$ cat src/rtl/core/rivf_pkg.sv
`timescale 1ns / 1ps
// ----------------------------------------------------------------------------
// rivf_pkg
// Shared types, register indexes and constants of the color fusion block.
// ----------------------------------------------------------------------------
package rivf_pkg;

	localparam int COLOR_FRAC_BITS_DEF = 8;

	localparam logic [23:0] NOISE_RESET = 24'd1678;
	localparam logic [9:0]  RATIO_RESET = 10'd307;

	localparam logic CFG_NOISE = 1'b0;
	localparam logic CFG_RATIO = 1'b1;

	localparam logic [1:0] ST_REJECT = 2'd0;
	localparam logic [1:0] ST_FIRST  = 2'd1;
	localparam logic [1:0] ST_FUSED  = 2'd2;

	localparam int SQ_STEPS = 32;
	localparam int DV_STEPS = 50;

	typedef struct packed {
		logic       capture;
		logic       dt;
		logic       mul;
		logic       first;
		logic       grow;
		logic       p0;
		logic       p1;
		logic       p2;
		logic       p3;
		logic       sq_step;
		logic       dv_sig_start;
		logic       dv_col_start;
		logic       dv_step;
		logic       wr_ch;
		logic       finish;
		logic [1:0] ch;
	} cmd_t;

	typedef struct packed {
		logic reject;
		logic first;
		logic sq_done;
		logic dv_done;
	} sts_t;

endpackage

$ cat src/rtl/core/rivf_ctrl.sv
`timescale 1ns / 1ps
// ----------------------------------------------------------------------------
// rivf_ctrl
// Sequencer that walks one observation through gate, noise and channel fusion.
// ----------------------------------------------------------------------------
module rivf_ctrl (
	input  logic            clk,
	input  logic            arst_n,
	input  logic            in_valid,
	output logic            in_stall,
	output logic            out_valid,
	input  logic            out_stall,
	output logic [1:0]      status,
	output rivf_pkg::cmd_t  cmd,
	input  rivf_pkg::sts_t  sts
);
	import rivf_pkg::*;

	localparam logic [3:0] S_IDLE = 4'd0;
	localparam logic [3:0] S_DT   = 4'd1;
	localparam logic [3:0] S_MUL  = 4'd2;
	localparam logic [3:0] S_DEC  = 4'd3;
	localparam logic [3:0] S_P0   = 4'd4;
	localparam logic [3:0] S_P1   = 4'd5;
	localparam logic [3:0] S_P2   = 4'd6;
	localparam logic [3:0] S_P3   = 4'd7;
	localparam logic [3:0] S_SQ   = 4'd8;
	localparam logic [3:0] S_DVS  = 4'd9;
	localparam logic [3:0] S_DVSW = 4'd10;
	localparam logic [3:0] S_DVC  = 4'd11;
	localparam logic [3:0] S_DVCW = 4'd12;
	localparam logic [3:0] S_WR   = 4'd13;
	localparam logic [3:0] S_FIN  = 4'd14;
	localparam logic [3:0] S_OUT  = 4'd15;

	logic [3:0] state_q, state_d;
	logic [1:0] ch_q, ch_d;
	logic [1:0] status_q, status_d;

	assign in_stall  = (state_q != S_IDLE);
	assign out_valid = (state_q == S_OUT);
	assign status    = status_q;

	always_comb begin
		state_d  = state_q;
		ch_d     = ch_q;
		status_d = status_q;
		cmd      = '0;
		cmd.ch   = ch_q;
		case (state_q)
			S_IDLE: begin
				if (in_valid) begin
					cmd.capture = 1'b1;
					state_d     = S_DT;
				end
			end
			S_DT: begin
				cmd.dt  = 1'b1;
				state_d = S_MUL;
			end
			S_MUL: begin
				cmd.mul = 1'b1;
				state_d = S_DEC;
			end
			S_DEC: begin
				if (sts.reject) begin
					status_d = ST_REJECT;
					state_d  = S_OUT;
				end else if (sts.first) begin
					cmd.first = 1'b1;
					status_d  = ST_FIRST;
					state_d   = S_OUT;
				end else begin
					cmd.grow = 1'b1;
					status_d = ST_FUSED;
					ch_d     = 2'd0;
					state_d  = S_P0;
				end
			end
			S_P0: begin
				cmd.p0  = 1'b1;
				state_d = S_P1;
			end
			S_P1: begin
				cmd.p1  = 1'b1;
				state_d = S_P2;
			end
			S_P2: begin
				cmd.p2  = 1'b1;
				state_d = S_P3;
			end
			S_P3: begin
				cmd.p3  = 1'b1;
				state_d = S_SQ;
			end
			S_SQ: begin
				cmd.sq_step = 1'b1;
				if (sts.sq_done) begin
					state_d = S_DVS;
				end
			end
			S_DVS: begin
				cmd.dv_sig_start = 1'b1;
				state_d          = S_DVSW;
			end
			S_DVSW: begin
				cmd.dv_step = 1'b1;
				if (sts.dv_done) begin
					state_d = S_DVC;
				end
			end
			S_DVC: begin
				cmd.dv_col_start = 1'b1;
				state_d          = S_DVCW;
			end
			S_DVCW: begin
				cmd.dv_step = 1'b1;
				if (sts.dv_done) begin
					state_d = S_WR;
				end
			end
			S_WR: begin
				cmd.wr_ch = 1'b1;
				if (ch_q == 2'd2) begin
					state_d = S_FIN;
				end else begin
					ch_d    = ch_q + 2'd1;
					state_d = S_P0;
				end
			end
			S_FIN: begin
				cmd.finish = 1'b1;
				state_d    = S_OUT;
			end
			S_OUT: begin
				if (!out_stall) begin
					state_d = S_IDLE;
				end
			end
			default: begin
				state_d = S_IDLE;
			end
		endcase
	end

	always_ff @(posedge clk or negedge arst_n) begin
		if (!arst_n) begin
			state_q  <= S_IDLE;
			ch_q     <= 2'd0;
			status_q <= ST_REJECT;
		end else begin
			state_q  <= state_d;
			ch_q     <= ch_d;
			status_q <= status_d;
		end
	end

`ifndef SYNTHESIS
	a_no_accept_while_busy: assert property (@(posedge clk) disable iff (!arst_n)
		out_valid |-> in_stall) else $error("request taken while a result is pending");
	a_accept_starts_work: assert property (@(posedge clk) disable iff (!arst_n)
		(in_valid && !in_stall) |=> (in_stall && !out_valid))
		else $error("accepted request did not start processing");
	a_status_holds: assert property (@(posedge clk) disable iff (!arst_n)
		(out_valid && out_stall) |=> (out_valid && $stable(status)))
		else $error("stalled result changed");
	a_status_code: assert property (@(posedge clk) disable iff (!arst_n)
		out_valid |-> (status != 2'd3)) else $error("illegal status code");
`endif

endmodule

$ cat config.mk
export PLATFORM = sky130hd
export DESIGN_NAME = rivf_ctrl
export DESIGN_NICKNAME = d
export VERILOG_FILES = /design/src/rtl/core/rivf_pkg.sv /design/src/rtl/core/rivf_ctrl.sv
export SDC_FILE = /design/constraint.sdc
export NUM_CORES = 1
export LEC_CHECK = 0
export BUFFER_PORTS_ARGS = -buffer_cell sky130_fd_sc_hd__buf_2
export CAP_MARGIN = 20
export CORE_MARGIN = 1.5
export CORE_UTILIZATION = 45
export DETAILED_ROUTE_END_ITERATION = 8
export PLACE_DENSITY = 0.75
export RECOVER_POWER = 50
export REMOVE_ABC_BUFFERS = 1
export SYNTH_ARGS = -nofsm -noshare
export SYNTH_HDL_FRONTEND = slang
export SYNTH_SLANG_ARGS = --single-unit
$ cat constraint.sdc
create_clock -name clk -period 3.71 [get_ports clk]
set_input_delay 0.371 -clock clk [delete_from_list [all_inputs] [get_ports clk]]
set_output_delay 0.371 -clock clk [all_outputs]
set_load 0.01 [all_outputs]
==> metrics.txt <==
synthesis-stage register bit count 8; chip width 39.5 µm; Final period util 0.562; detailed-route DRC error count 0; area growth from synthesis to layout 25.1%; drt total wl 1360 µm; CP required 3340 ps; setup ws final 1630 ps; final hold vios 0; LEAKAGE 0.387 nW; power after layout 0.000626 W; H-tree levels 1; CTS tree yes; postcts setup bufs 0; Antenna diodes 0; Slowest cell on crit path dfrtp_1; DR vias 604; layout cells sized above 1 0.283; RSZ-0062 raised after global routing no; Final Wtd Congestion 0.843; Reg clk slew, reported paths approximately 50 ps; HP Class input port to flip-flop; clock buffer depth 2; Final #Nets 110; Yosys cell types 31; GRT Total Usage 0.217; antenna violations before repair 0; total CTS buffers 3; max_cap viols 0; Rows 12; Initial Util 0.511; crit-path max cell delay 550 ps; Post-CTS Hold Buffers 1; CTS root buf clkbuf_4; Cells after Synth 74; critical path arrival 1710 ps; Peak VDD IR just under 600 µV; Pins Over Slew Limit 0; Power Density 837 nW/µm²; status complete, no violations; Via-to-Cell Ratio ~5.3; max frequency ~0.48 GHz; placed cell area roughly 720 µm²; worst-margin pin slew 506 ps; Ys Warns 0; vias in the first global route 495; 1st-pass router iterations 4; Final TNS setup 0 ps; CP Cell Sequence nand4bb_1 > nor3b_1 > buf_2; Setup crit start state_q[3]$_DFFE_PN0P_; grt total ovfl 0; Die Y-Extent 39.5 µm; WL/cell approximately 12 µm; Final HPWL DP 1000 µm; largest net degree at the start of global routing 19; startpoint types flip-flop; sequential area share after synthesis 0.335; clock latency at the later pin of the worst-skew pair ~260 ps; Routed Antenna Nets 0; crit path capture type primary output; final-report setup violation count 0; minimum clock period 2080 ps; cell area after layout 748 µm²; final core utilization 0.639; Synth Cell Area 598 µm²; Max-slew headroom 0.663; core area 1170 µm²; io pins 29; pre-CTS WS 1930 ps; first-pass GRT wire length 2100 µm; Min-Delay Startpoint sts[1]; cts repair resizes 0; clock tree sinks 8; Total Die Area 1560 µm²; I/O Buffers 28; worst setup path class flip-flop to primary output; syn_area_per_cell 8.08 µm²; Reg-to-Reg Start state_q[2]$_DFFE_PN0P_; largest fanout on the critical path 18; DR iter-0 viols 7; Max Clock Skew between 6 and 7 ps
## cells in the final DEF, fill, tap and decap left out, types with 3 or more instances in the layout
cell type / n
buf_2: 23
dfrtp_1: 8
clkbuf_1: 5
inv_1: 3
nor3_1: 4
a21oi_1: 4
a21o_1: 3
nand2_1: 3
nand2b_1: 3
nor2_1: 13
clkbuf_4: 3
## power breakdown
group          switching (W)  internal, W
Combinational       0.000171     0.000160
Clock              0.0000297    0.0000370
Sequential         0.0000982     0.000130
## cell usage after synthesis, drive strengths merged
library cell | count | share of area
o22ai | 1 | 0.010
o32ai | 1 | 0.015
nand2 | 3 | 0.019
nand4 | 1 | 0.010
a21o | 3 | 0.038
o21bai | 1 | 0.013
ha | 1 | 0.021
a22o | 1 | 0.015
and2 | 1 | 0.010
buf | 6 | 0.050
mux2i | 2 | 0.033
inv | 3 | 0.019
dfrtp | 8 | 0.33
nor4bb | 2 | 0.033
a41oi | 1 | 0.015
or2 | 1 | 0.010
and3 | 1 | 0.010
xnor2 | 1 | 0.015
nor3 | 4 | 0.033
nand3 | 2 | 0.017
or3 | 2 | 0.021
nor2 | 13 | 0.082
or4 | 1 | 0.013
a21oi | 4 | 0.033
nor4 | 1 | 0.010
nand2b | 4 | 0.054
clkbuf | 1 | 0.0063
nand4bb | 1 | 0.019
nor3b | 2 | 0.025
a32oi | 1 | 0.015
## metal layers
layer	vias to the layer above	share of wire	track usage
li1	313	-	-
met1	269	0.44	0.239
met2	18	0.48	0.332
met3	4	0.049	0.0852
met4	0	0.025	0.155
met5	-	0	0
## metrics by stage
step	hold slack (ps)	std cells
floorplan	75.4	67
global placement	221	109
detailed placement	220	109
CTS	347	113
global route	351	113
finish	348	113
## worst max-delay path, delay by kind of cell, from the launching register on
kind	cells	cell delay, ps
flip-flops	1	550
buffers and inverters	1	190
AND/OR/NAND/NOR	2	700
## area by class of cell
| cell class | count | area (µm²) |
|---|---|---|
| fillers | 115 | 423 |
| multi-input cells | 56 | 353 |
| flip-flops and latches | 8 | 200 |
| repair buffers | 29 | 144 |
| clock buffers | 3 | 22.5 |
| well taps | 14 | 17.5 |
| inverters | 3 | 11.3 |
## state kept, by name, summed over array words and instances, names as in the netlist
signal	cells
state_q	4
status	2
ch_q	2
## final timing paths
check                                         end  slack [ps]  cells after the start
setup / recovery                          cmd[13]        1630                      3
max in group asynchronous   status[0]$_DFFE_PN0N_        2850                      2
hold / removal             state_q[0]$_DFFE_PN0P_         350                      3
setup reg to reg           state_q[0]$_DFFE_PN0P_        2120                      3
hold reg to reg             status[1]$_DFFE_PN0N_         480                      1
min in group asynchronous  state_q[3]$_DFFE_PN0P_         550                      2
## kinds of logic after synthesis
kind of cell	count (synthesis)	synth area share
AND/OR/NAND/NOR	39	0.368
AO/OA/AOI/OAI	13	0.153
buffers and inverters	10	0.0753
flip-flops	8	0.335
multiplexers	2	0.0335
XOR/XNOR	1	0.0146
adder cells (fa/ha/maj)	1	0.0209
Power figures use the tool's default switching activity.
